[config.mk]
export PLATFORM = sky130hd
export DESIGN_NAME = texture_tiling_quad_generator_unit
export DESIGN_NICKNAME = d
export VERILOG_FILES = /design/src/rtl/ttqg_pkg.sv /design/src/rtl/texture_tiling_quad_generator_unit.sv
export SDC_FILE = /design/constraint.sdc
export NUM_CORES = 2
export LEC_CHECK = 0
export BUFFER_PORTS_ARGS = -buffer_cell sky130_fd_sc_hd__buf_2
export CAP_MARGIN = 30
export CORE_ASPECT_RATIO = 1.5
export CORE_MARGIN = 2
export CORE_UTILIZATION = 46
export DETAILED_ROUTE_END_ITERATION = 10
export PLACE_DENSITY = 0.73
export SYNTH_ARGS = -nofsm -noshare
export SYNTH_HDL_FRONTEND = slang
export SYNTH_SLANG_ARGS = --single-unit
export TNS_END_PERCENT = 100
[constraint.sdc]
create_clock -name i_clk -period 24.3 [get_ports i_clk]
set_input_delay 1.215 -clock i_clk [delete_from_list [all_inputs] [get_ports i_clk]]
set_output_delay 1.215 -clock i_clk [all_outputs]
set_load 0.03 [all_outputs]
[src/rtl/ttqg_pkg.sv]
// Package for the tiling quad generator: payload types, codes and the control store.
package ttqg_pkg;

    localparam int FIELD_BITS     = 16;
    localparam int DEF_MAX_QUADS  = 64;
    localparam int DEF_COORD_BITS = 16;

    localparam logic [1:0] WRAP_CLAMP  = 2'd0;
    localparam logic [1:0] WRAP_REPEAT = 2'd1;

    localparam logic [1:0] ST_VALID = 2'd0;
    localparam logic [1:0] ST_EMPTY = 2'd1;
    localparam logic [1:0] ST_ZSRC  = 2'd2;

    localparam logic [0:0] REG_TILE_MODE = 1'd0;

    typedef struct packed {
        logic [FIELD_BITS-1:0] dst_x;
        logic [FIELD_BITS-1:0] dst_y;
        logic [FIELD_BITS-1:0] dst_w;
        logic [FIELD_BITS-1:0] dst_h;
        logic [FIELD_BITS-1:0] src_x;
        logic [FIELD_BITS-1:0] src_y;
        logic [FIELD_BITS-1:0] src_w;
        logic [FIELD_BITS-1:0] src_h;
    } t_request;

    typedef struct packed {
        logic [FIELD_BITS-1:0] quad_x;
        logic [FIELD_BITS-1:0] quad_y;
        logic [FIELD_BITS-1:0] tex_x;
        logic [FIELD_BITS-1:0] tex_y;
        logic [FIELD_BITS-1:0] quad_w;
        logic [FIELD_BITS-1:0] quad_h;
        logic [1:0]            status;
        logic                  truncated;
        logic                  last;
    } t_result;

    // Datapath operations.
    localparam logic [4:0] OP_NOP      = 5'd0;
    localparam logic [4:0] OP_DIVW_INIT = 5'd1;
    localparam logic [4:0] OP_DIV_STEP = 5'd2;
    localparam logic [4:0] OP_SAVE_W   = 5'd3;
    localparam logic [4:0] OP_SAVE_H   = 5'd4;
    localparam logic [4:0] OP_MUL_NN   = 5'd5;
    localparam logic [4:0] OP_TOTAL    = 5'd6;
    localparam logic [4:0] OP_XEND     = 5'd7;
    localparam logic [4:0] OP_YEND     = 5'd8;
    localparam logic [4:0] OP_EMIT_A   = 5'd9;
    localparam logic [4:0] OP_INIT_B   = 5'd10;
    localparam logic [4:0] OP_EMIT_B   = 5'd11;
    localparam logic [4:0] OP_INIT_C   = 5'd12;
    localparam logic [4:0] OP_EMIT_C   = 5'd13;
    localparam logic [4:0] OP_EMIT_D   = 5'd14;
    localparam logic [4:0] OP_CLAMP    = 5'd15;
    localparam logic [4:0] OP_EMPTY    = 5'd16;
    localparam logic [4:0] OP_ZSRC     = 5'd17;

    // Jump conditions.
    localparam logic [3:0] C_NEVER    = 4'd0;
    localparam logic [3:0] C_ALWAYS   = 4'd1;
    localparam logic [3:0] C_NOSTART  = 4'd2;
    localparam logic [3:0] C_CLAMP    = 4'd3;
    localparam logic [3:0] C_NOTREP   = 4'd4;
    localparam logic [3:0] C_SRCZ     = 4'd5;
    localparam logic [3:0] C_DIV_BUSY = 4'd6;
    localparam logic [3:0] C_NQZERO   = 4'd7;
    localparam logic [3:0] C_A_EMPTY  = 4'd8;
    localparam logic [3:0] C_A_MORE   = 4'd9;
    localparam logic [3:0] C_B_EMPTY  = 4'd10;
    localparam logic [3:0] C_B_MORE   = 4'd11;
    localparam logic [3:0] C_C_EMPTY  = 4'd12;
    localparam logic [3:0] C_C_MORE   = 4'd13;

    // Program steps.
    localparam logic [4:0] S_IDLE  = 5'd0;
    localparam logic [4:0] S_DISP0 = 5'd1;
    localparam logic [4:0] S_DISP1 = 5'd2;
    localparam logic [4:0] S_DISP2 = 5'd3;
    localparam logic [4:0] S_DIVW  = 5'd4;
    localparam logic [4:0] S_SAVEW = 5'd5;
    localparam logic [4:0] S_DIVH  = 5'd6;
    localparam logic [4:0] S_SAVEH = 5'd7;
    localparam logic [4:0] S_MULNN = 5'd8;
    localparam logic [4:0] S_TOTAL = 5'd9;
    localparam logic [4:0] S_XEND  = 5'd10;
    localparam logic [4:0] S_YEND  = 5'd11;
    localparam logic [4:0] S_CHKA  = 5'd12;
    localparam logic [4:0] S_EMITA = 5'd13;
    localparam logic [4:0] S_INITB = 5'd14;
    localparam logic [4:0] S_EMITB = 5'd15;
    localparam logic [4:0] S_INITC = 5'd16;
    localparam logic [4:0] S_EMITC = 5'd17;
    localparam logic [4:0] S_EMITD = 5'd18;
    localparam logic [4:0] S_CLAMP = 5'd19;
    localparam logic [4:0] S_EMPTY = 5'd20;
    localparam logic [4:0] S_ZSRC  = 5'd21;

    typedef struct packed {
        logic [4:0] op;
        logic [3:0] cnd;
        logic [4:0] tgt;
        logic       fin;  // an emit that delivers the final beat ends the program
    } t_uword;

    function automatic t_uword uc_rom(input logic [4:0] pc);
        t_uword uw;
        unique case (pc)
            S_IDLE:  uw = '{op: OP_NOP,       cnd: C_NOSTART,  tgt: S_IDLE,  fin: 1'b0};
            S_DISP0: uw = '{op: OP_NOP,       cnd: C_CLAMP,    tgt: S_CLAMP, fin: 1'b0};
            S_DISP1: uw = '{op: OP_NOP,       cnd: C_NOTREP,   tgt: S_EMPTY, fin: 1'b0};
            S_DISP2: uw = '{op: OP_DIVW_INIT, cnd: C_SRCZ,     tgt: S_ZSRC,  fin: 1'b0};
            S_DIVW:  uw = '{op: OP_DIV_STEP,  cnd: C_DIV_BUSY, tgt: S_DIVW,  fin: 1'b0};
            S_SAVEW: uw = '{op: OP_SAVE_W,    cnd: C_NEVER,    tgt: S_IDLE,  fin: 1'b0};
            S_DIVH:  uw = '{op: OP_DIV_STEP,  cnd: C_DIV_BUSY, tgt: S_DIVH,  fin: 1'b0};
            S_SAVEH: uw = '{op: OP_SAVE_H,    cnd: C_NEVER,    tgt: S_IDLE,  fin: 1'b0};
            S_MULNN: uw = '{op: OP_MUL_NN,    cnd: C_NEVER,    tgt: S_IDLE,  fin: 1'b0};
            S_TOTAL: uw = '{op: OP_TOTAL,     cnd: C_NEVER,    tgt: S_IDLE,  fin: 1'b0};
            S_XEND:  uw = '{op: OP_XEND,      cnd: C_NEVER,    tgt: S_IDLE,  fin: 1'b0};
            S_YEND:  uw = '{op: OP_YEND,      cnd: C_NQZERO,   tgt: S_EMPTY, fin: 1'b0};
            S_CHKA:  uw = '{op: OP_NOP,       cnd: C_A_EMPTY,  tgt: S_INITB, fin: 1'b0};
            S_EMITA: uw = '{op: OP_EMIT_A,    cnd: C_A_MORE,   tgt: S_EMITA, fin: 1'b1};
            S_INITB: uw = '{op: OP_INIT_B,    cnd: C_B_EMPTY,  tgt: S_INITC, fin: 1'b0};
            S_EMITB: uw = '{op: OP_EMIT_B,    cnd: C_B_MORE,   tgt: S_EMITB, fin: 1'b1};
            S_INITC: uw = '{op: OP_INIT_C,    cnd: C_C_EMPTY,  tgt: S_EMITD, fin: 1'b0};
            S_EMITC: uw = '{op: OP_EMIT_C,    cnd: C_C_MORE,   tgt: S_EMITC, fin: 1'b1};
            S_EMITD: uw = '{op: OP_EMIT_D,    cnd: C_ALWAYS,   tgt: S_IDLE,  fin: 1'b1};
            S_CLAMP: uw = '{op: OP_CLAMP,     cnd: C_ALWAYS,   tgt: S_IDLE,  fin: 1'b0};
            S_EMPTY: uw = '{op: OP_EMPTY,     cnd: C_ALWAYS,   tgt: S_IDLE,  fin: 1'b0};
            S_ZSRC:  uw = '{op: OP_ZSRC,      cnd: C_ALWAYS,   tgt: S_IDLE,  fin: 1'b0};
            default: uw = '{op: OP_NOP,       cnd: C_ALWAYS,   tgt: S_IDLE,  fin: 1'b0};
        endcase
        return uw;
    endfunction

endpackage

[src/rtl/texture_tiling_quad_generator_unit.sv]
// Tiling quad generator top level: microcoded sequencer, shared divider and multiplier.
//
//   channel   handshake              payload        direction
//   request   start / busy           i_req          in
//   result    o_strobe               o_result       out
//   config    psel/penable/pwrite    paddr, pwdata  in  (prdata, pready out)
//
// Repeat mode holds busy while it runs: two divisions and the control steps come first,
// then one quad leaves per cycle, N quads in all (N up to MAX_QUADS), but a set-up step
// may pass before the right column and another before the bottom row. A repeat request
// with nothing to draw, clamp, any other tile mode and a zero source size end sooner.
// Each beat shows on o_result in the cycle after the step that makes it.
// Reset is synchronous and active low; it clears the sequencer, the strobe and sets
// the tile mode to repeat. The receiver cannot stall: each beat is on o_result for one cycle.
module texture_tiling_quad_generator_unit
    import ttqg_pkg::*;
#(
    parameter int MAX_QUADS  = DEF_MAX_QUADS,
    parameter int COORD_BITS = DEF_COORD_BITS
) (
    input  logic        i_clk,
    input  logic        i_rst_n,
    input  logic        start,
    output logic        busy,
    input  t_request    i_req,
    output logic        o_strobe,
    output t_result     o_result,
    input  logic        psel,
    input  logic        penable,
    input  logic        pwrite,
    input  logic [2:0]  paddr,
    input  logic [31:0] pwdata,
    output logic [31:0] prdata,
    output logic        pready
);

    localparam int POS_BITS = (COORD_BITS < FIELD_BITS) ? COORD_BITS : FIELD_BITS;
    localparam int CNT_BITS = $clog2(MAX_QUADS + 1);
    localparam int TOT_BITS = 2 * FIELD_BITS + 1;
    localparam int DCNT_BITS = $clog2(FIELD_BITS + 1);

    // Control registers.
    logic [4:0]          r_pc, n_pc;
    logic                r_strobe, n_strobe;
    logic [1:0]          r_wrap;

    // Datapath registers.
    t_request              r_req;
    t_result               r_out, n_out;
    logic [FIELD_BITS-1:0] r_rem, r_quo, r_dvs;
    logic [DCNT_BITS-1:0]  r_dcnt;
    logic [FIELD_BITS-1:0] r_nh, r_nv, r_ph, r_pv;
    logic [2*FIELD_BITS-1:0] r_prod;
    logic [CNT_BITS-1:0]   r_nq, r_cnt;
    logic                  r_trunc;
    logic [POS_BITS-1:0]   r_px, r_py, r_xe, r_ye;
    logic [FIELD_BITS-1:0] r_ci, r_rk;

    t_uword                uw;
    logic                  accept;
    logic                  cfg_wr;
    logic                  cond;
    logic                  emit_last;
    logic                  a_row_end;
    logic                  ph_nz, pv_nz;
    logic [FIELD_BITS:0]   div_t;
    logic                  div_ge;
    logic [FIELD_BITS-1:0] mul_a, mul_b;
    logic [2*FIELD_BITS-1:0] mul_p;
    logic [TOT_BITS-1:0]   tot_sum;
    logic                  tot_over;
    logic [POS_BITS-1:0]   sw_p, sh_p;

    assign uw     = uc_rom(r_pc);
    assign accept = start && (r_pc == S_IDLE);
    assign busy   = (r_pc != S_IDLE);
    assign cfg_wr = psel && penable && pwrite && pready;
    assign pready = 1'b1;
    assign prdata = (paddr[2] == REG_TILE_MODE) ? 32'(r_wrap) : 32'd0;

    assign o_strobe = r_strobe;
    assign o_result = r_out;

    assign ph_nz     = (r_ph != '0);
    assign pv_nz     = (r_pv != '0);
    assign a_row_end = (r_ci == r_nh - 1'b1);
    assign emit_last = (CNT_BITS'(r_cnt + 1'b1) == r_nq);
    assign sw_p      = r_req.src_w[POS_BITS-1:0];
    assign sh_p      = r_req.src_h[POS_BITS-1:0];

    // One restoring division step.
    assign div_t  = {r_rem, r_quo[FIELD_BITS-1]};
    assign div_ge = (div_t >= {1'b0, r_dvs});

    // The multiplier is shared by the tile count and the right and bottom edge offsets.
    always_comb begin
        mul_a = r_nh;
        mul_b = r_nv;
        case (uw.op)
            OP_TOTAL: begin
                mul_a = r_nh;
                mul_b = r_req.src_w;
            end
            OP_XEND: begin
                mul_a = r_nv;
                mul_b = r_req.src_h;
            end
            default: begin
                mul_a = r_nh;
                mul_b = r_nv;
            end
        endcase
    end

    assign mul_p = (2*FIELD_BITS)'(mul_a) * (2*FIELD_BITS)'(mul_b);

    assign tot_sum = {1'b0, r_prod}
                   + TOT_BITS'(ph_nz ? r_nv : '0)
                   + TOT_BITS'(pv_nz ? r_nh : '0)
                   + TOT_BITS'(ph_nz && pv_nz);
    assign tot_over = (tot_sum > TOT_BITS'(MAX_QUADS));

    always_comb begin
        cond = 1'b0;
        unique case (uw.cnd)
            C_NEVER:    cond = 1'b0;
            C_ALWAYS:   cond = 1'b1;
            C_NOSTART:  cond = !start;
            C_CLAMP:    cond = (r_wrap == WRAP_CLAMP);
            C_NOTREP:   cond = (r_wrap != WRAP_REPEAT);
            C_SRCZ:     cond = (r_req.src_w == '0) || (r_req.src_h == '0);
            C_DIV_BUSY: cond = (r_dcnt != DCNT_BITS'(1));
            C_NQZERO:   cond = (r_nq == '0);
            C_A_EMPTY:  cond = (r_nh == '0) || (r_nv == '0);
            C_A_MORE:   cond = !(a_row_end && (r_rk == r_nv - 1'b1));
            C_B_EMPTY:  cond = !ph_nz || (r_nv == '0);
            C_B_MORE:   cond = (r_rk != r_nv - 1'b1);
            C_C_EMPTY:  cond = !pv_nz || (r_nh == '0);
            C_C_MORE:   cond = (r_ci != r_nh - 1'b1);
            default:    cond = 1'b0;
        endcase
    end

    always_comb begin
        if (uw.fin && emit_last) begin
            n_pc = S_IDLE;
        end else if (cond) begin
            n_pc = uw.tgt;
        end else begin
            n_pc = r_pc + 5'd1;
        end
    end

    // Result beat for this step.
    always_comb begin
        n_strobe         = 1'b1;
        n_out.quad_x     = FIELD_BITS'(r_px);
        n_out.quad_y     = FIELD_BITS'(r_py);
        n_out.tex_x      = r_req.src_x;
        n_out.tex_y      = r_req.src_y;
        n_out.quad_w     = r_req.src_w;
        n_out.quad_h     = r_req.src_h;
        n_out.status     = ST_VALID;
        n_out.truncated  = emit_last && r_trunc;
        n_out.last       = emit_last;
        unique case (uw.op)
            OP_EMIT_A: begin
            end
            OP_EMIT_B: begin
                n_out.quad_x = FIELD_BITS'(r_xe);
                n_out.quad_w = r_ph;
            end
            OP_EMIT_C: begin
                n_out.quad_y = FIELD_BITS'(r_ye);
                n_out.quad_h = r_pv;
            end
            OP_EMIT_D: begin
                n_out.quad_x = FIELD_BITS'(r_xe);
                n_out.quad_y = FIELD_BITS'(r_ye);
                n_out.quad_w = r_ph;
                n_out.quad_h = r_pv;
            end
            OP_CLAMP: begin
                n_out.quad_x    = FIELD_BITS'(r_req.dst_x[POS_BITS-1:0]);
                n_out.quad_y    = FIELD_BITS'(r_req.dst_y[POS_BITS-1:0]);
                n_out.quad_w    = (r_req.dst_w < r_req.src_w) ? r_req.dst_w : r_req.src_w;
                n_out.quad_h    = (r_req.dst_h < r_req.src_h) ? r_req.dst_h : r_req.src_h;
                n_out.truncated = 1'b0;
                n_out.last      = 1'b1;
            end
            OP_EMPTY, OP_ZSRC: begin
                n_out        = '0;
                n_out.status = (uw.op == OP_ZSRC) ? ST_ZSRC : ST_EMPTY;
                n_out.last   = 1'b1;
            end
            default: begin
                n_strobe = 1'b0;
            end
        endcase
    end

    always_ff @(posedge i_clk) begin
        if (!i_rst_n) begin
            r_pc     <= S_IDLE;
            r_strobe <= 1'b0;
            r_wrap   <= WRAP_REPEAT;
        end else begin
            r_pc     <= n_pc;
            r_strobe <= n_strobe;
            if (cfg_wr && (paddr[2] == REG_TILE_MODE)) begin
                r_wrap <= pwdata[1:0];
            end
        end
    end

    always_ff @(posedge i_clk) begin
        r_out <= n_out;
        if (accept) begin
            r_req <= i_req;
            r_cnt <= '0;
        end
        unique case (uw.op)
            OP_DIVW_INIT: begin
                r_rem  <= '0;
                r_quo  <= r_req.dst_w;
                r_dvs  <= r_req.src_w;
                r_dcnt <= DCNT_BITS'(FIELD_BITS);
            end
            OP_DIV_STEP: begin
                r_rem  <= div_ge ? FIELD_BITS'(div_t - {1'b0, r_dvs}) : div_t[FIELD_BITS-1:0];
                r_quo  <= {r_quo[FIELD_BITS-2:0], div_ge};
                r_dcnt <= r_dcnt - 1'b1;
            end
            OP_SAVE_W: begin
                r_nh   <= r_quo;
                r_ph   <= r_rem;
                r_rem  <= '0;
                r_quo  <= r_req.dst_h;
                r_dvs  <= r_req.src_h;
                r_dcnt <= DCNT_BITS'(FIELD_BITS);
            end
            OP_SAVE_H: begin
                r_nv <= r_quo;
                r_pv <= r_rem;
            end
            OP_MUL_NN: begin
                r_prod <= mul_p;
            end
            OP_TOTAL: begin
                r_nq    <= tot_over ? CNT_BITS'(MAX_QUADS) : tot_sum[CNT_BITS-1:0];
                r_trunc <= tot_over;
                r_prod  <= mul_p;
            end
            OP_XEND: begin
                r_xe   <= r_req.dst_x[POS_BITS-1:0] + r_prod[POS_BITS-1:0];
                r_prod <= mul_p;
            end
            OP_YEND: begin
                r_ye <= r_req.dst_y[POS_BITS-1:0] + r_prod[POS_BITS-1:0];
                r_px <= r_req.dst_x[POS_BITS-1:0];
                r_py <= r_req.dst_y[POS_BITS-1:0];
                r_ci <= '0;
                r_rk <= '0;
            end
            OP_EMIT_A: begin
                r_cnt <= r_cnt + 1'b1;
                if (a_row_end) begin
                    r_ci <= '0;
                    r_px <= r_req.dst_x[POS_BITS-1:0];
                    r_rk <= r_rk + 1'b1;
                    r_py <= r_py + sh_p;
                end else begin
                    r_ci <= r_ci + 1'b1;
                    r_px <= r_px + sw_p;
                end
            end
            OP_INIT_B: begin
                r_py <= r_req.dst_y[POS_BITS-1:0];
                r_rk <= '0;
            end
            OP_EMIT_B: begin
                r_cnt <= r_cnt + 1'b1;
                r_rk  <= r_rk + 1'b1;
                r_py  <= r_py + sh_p;
            end
            OP_INIT_C: begin
                r_px <= r_req.dst_x[POS_BITS-1:0];
                r_ci <= '0;
            end
            OP_EMIT_C: begin
                r_cnt <= r_cnt + 1'b1;
                r_ci  <= r_ci + 1'b1;
                r_px  <= r_px + sw_p;
            end
            OP_EMIT_D: begin
                r_cnt <= r_cnt + 1'b1;
            end
            default: begin
            end
        endcase
    end

`ifndef SYNTH
    // Every emit step still has at least one quad left to deliver.
    a_cnt_bound: assert property (@(posedge i_clk) disable iff (!i_rst_n)
        (r_pc == S_EMITA || r_pc == S_EMITB || r_pc == S_EMITC || r_pc == S_EMITD)
        |-> (r_cnt < r_nq))
        else $error("quad count ran past its limit");

    a_last_gap: assert property (@(posedge i_clk) disable iff (!i_rst_n)
        (o_strobe && o_result.last) |=> !o_strobe)
        else $error("beat right after the final beat of a request");

    a_single_last: assert property (@(posedge i_clk) disable iff (!i_rst_n)
        (o_strobe && (o_result.status != ST_VALID || o_result.truncated))
        |-> o_result.last)
        else $error("status or truncation beat is not the final beat");

    a_accept_busy: assert property (@(posedge i_clk) disable iff (!i_rst_n)
        accept |=> busy)
        else $error("sequencer did not start on an accepted request");
`endif

endmodule
==> metrics <==
run status finished clean; post-cts resize count 0; Peak Freq 107.3 MHz; Yosys cell types 90; CP arrival 9650 ps; Die H 340.0 microns; CTS tree yes; die area a little under 0.08 sq mm; Post-Syn Instances 3324; max reg flops 100; port bufs 240; Post-DRT Antenna Nets 0; routed len/inst between 20 and 25 microns; largest net degree at the start of global routing 73; # DRC 0; final max-slew violation count 0; top-area cell type share of the netlist area 0.3366; RSZ-0062 raised after global routing false; Initial Util 0.4627; Avg Cell Area, Syn 10.41 sq um; minimum clock period 9321 ps; CP endpoint kind register; Rel. slew slack 0.2714; asr flop ratio synth 0; Placed Cells 4507; setup bufs post-CTS 0; die width roughly 230 microns; Final HPWL DP slightly below 80 mm; first-pass GRT wire length 158.8 mm; HP Class reg2reg; Post-Layout Cell Count roughly 4.6k; Placer Congestion 0.9747; H-tree levels 2; most numerous cell on the critical path fa_1; sequential area share after synthesis 0.4078; GRT Overall Usage 0.2699; worst slew pin tran approximately 1100 ps; final wirelength around 100 mm; final hold viol count 0; CP Launch Type register; total CTS buffers 47; delay of the slowest critical-path stage 760 ps; Area Growth Syn to Fin 11.59%; cell area after synthesis about 0.035 sq mm; DR vias/cell 5.815; hold buffers post-CTS 0; Layout Nets around 4.2k; register bit total from synthesis 511; vias in the first global route 26.89k; num ports 304; initial antenna violation count 3; worst-skew pair later-pin latency 620 ps; share of layout cells above drive strength 1 0.1243; largest cells by area after synthesis edfxtp_1 34%, fa_1 12%, ha_1 8.7%, dfxtp_1 7.1%, inv_1 4.3%; CP max FO 44; Post-synth EDFFs roughly 390; skew final 30.56 ps; final setup fails 0; Crit path required time 24630 ps; hold_ws 445.2 ps; clock sink count 511; Crit-path slowest cell a21boi_1; fin crit share 0.3836; clock-pin slew on the worst setup and hold paths around 80 ps; critical path type reg2reg; dominant synthesized flop cell edfxtp_1; post-synth top area cell edfxtp_1; setup_tns 0 ps; Starting DRT DRC Count between 2k and 3k; total of max-cap violations 0; Synthesis Warnings 0; Root Buffer clkbuf_16; ANT cells 0; core area 0.07479 sq mm; Max clock buf depth 3; Site Rows 123; Vias 26.73k; gr ovfl total 0; drt pass-1 iters 7
[final cells by class]
class / instances / area (sq um)
fill: 6681 / 36170
multi-input combinational: 2306 / 18540
sequential: 511 / 14110
timing repair buffer: 296 / 1645
inverter: 396 / 1491
clock buffer: 61 / 1301
tap: 1000 / 1251
clock inverter: 26 / 276.5
[final timing paths]
path | cells past startpoint | start | slack [ps] | end
worst max-delay path | 28 | uw[11] | 14980 | r_prod[30]
worst min-delay path | 1 | r_req[44] | 450 | o_result[48]
worst max register to register | 28 | uw[11] | 14980 | r_prod[30]
worst min register to register | 1 | r_req[44] | 450 | o_result[48]
[cells by family (layout without fill, tap and decap cells)]
kind of cell               count (synthesis)  after routing  synth area share
muxes                                     79             79           0.02386
and+or+nand+nor                         1003           1003            0.1379
xor gates and xnor gates                 175            175           0.04508
DFF                                      511            511            0.4078
other                                      2             31         0.0002170
adders and majority gates                458            458            0.2124
AOI/OAI and AO/OA                        560            560            0.1101
buffers and inverters                    536            779           0.06265
[stage by stage]
| stage | worst slack, ps | instance area (sq um) | util |
|---|---|---|---|
| 5_1_grt | 14410 | 38620 | 0.5164 |
| 6_report | 14980 | 38620 | 0.5164 |
| 2_1_floorplan | 16150 | 34720 | - |
| 4_1_cts | 15100 | 38590 | 0.5160 |
| 3_5_place_dp | 15190 | 37020 | 0.4949 |
| 3_3_place_gp | 15250 | 36980 | 0.4944 |
[per-layer routing]
layer | part of all wire | vias up | GRT usage
met3 | 0.085 | 409 | 0.04608
met4 | 0.092 | 2 | 0.2108
met2 | 0.48 | 1376 | 0.4606
li1 | - | 11912 | -
met1 | 0.34 | 13028 | 0.2998
met5 | 0.000086 | - | 0
[cell usage after synthesis, drive strengths merged, types with 5 or more instances]
cell type,instances
ha,242
a31o,6
nand4,19
o211ai,8
o2111ai,11
nor4b,5
a311oi,6
nand2,281
a211oi,17
nor4,33
or3,17
nor3,55
or2,11
a31oi,13
xnor2,107
o31ai,15
a21oi,133
a21o,60
o21ai,122
and3,28
or4,6
nand3,61
and2,78
o21a,12
mux2,22
inv,394
mux2i,57
nand2b,22
clkbuf,97
nand3b,7
buf,43
edfxtp,388
o21bai,11
nor3b,11
a221o,32
a21boi,24
xor2,66
a222oi,32
fa,216
nor2b,52
dfxtp,123
nor2,305
a211o,7
o22ai,8
a2111oi,9
[layout by cell type, fill, tap and decap left out, drive strengths merged, types with 15 or more instances in the layout]
master,instances
a21oi,133
xor2,66
mux2,22
and2,78
o31ai,15
a21boi,24
nor3,55
edfxtp,388
a222oi,32
xnor2,107
a21o,60
nand2,281
nand4,19
nand3,61
and3,28
dfxtp,123
or3,17
conb,31
nor4,33
nor2,305
a221o,32
inv,398
clkbuf,61
clkinv,17
fa,216
o21ai,122
nand2b,22
mux2i,57
a211oi,17
nor2b,52
buf,296
ha,242
[worst max-delay path: cells and delay by family, from the launching register on]
kind	cells	cell delay [ps]
buf+inv	7	1310
fa+ha+maj	7	3580
xor+xnor	1	200
compound gates	5	1990
flops	1	640
simple gates	8	1290
Power is not shown: default switching activity piles up to over one toggle a cycle in this logic, so the estimate is an artifact.
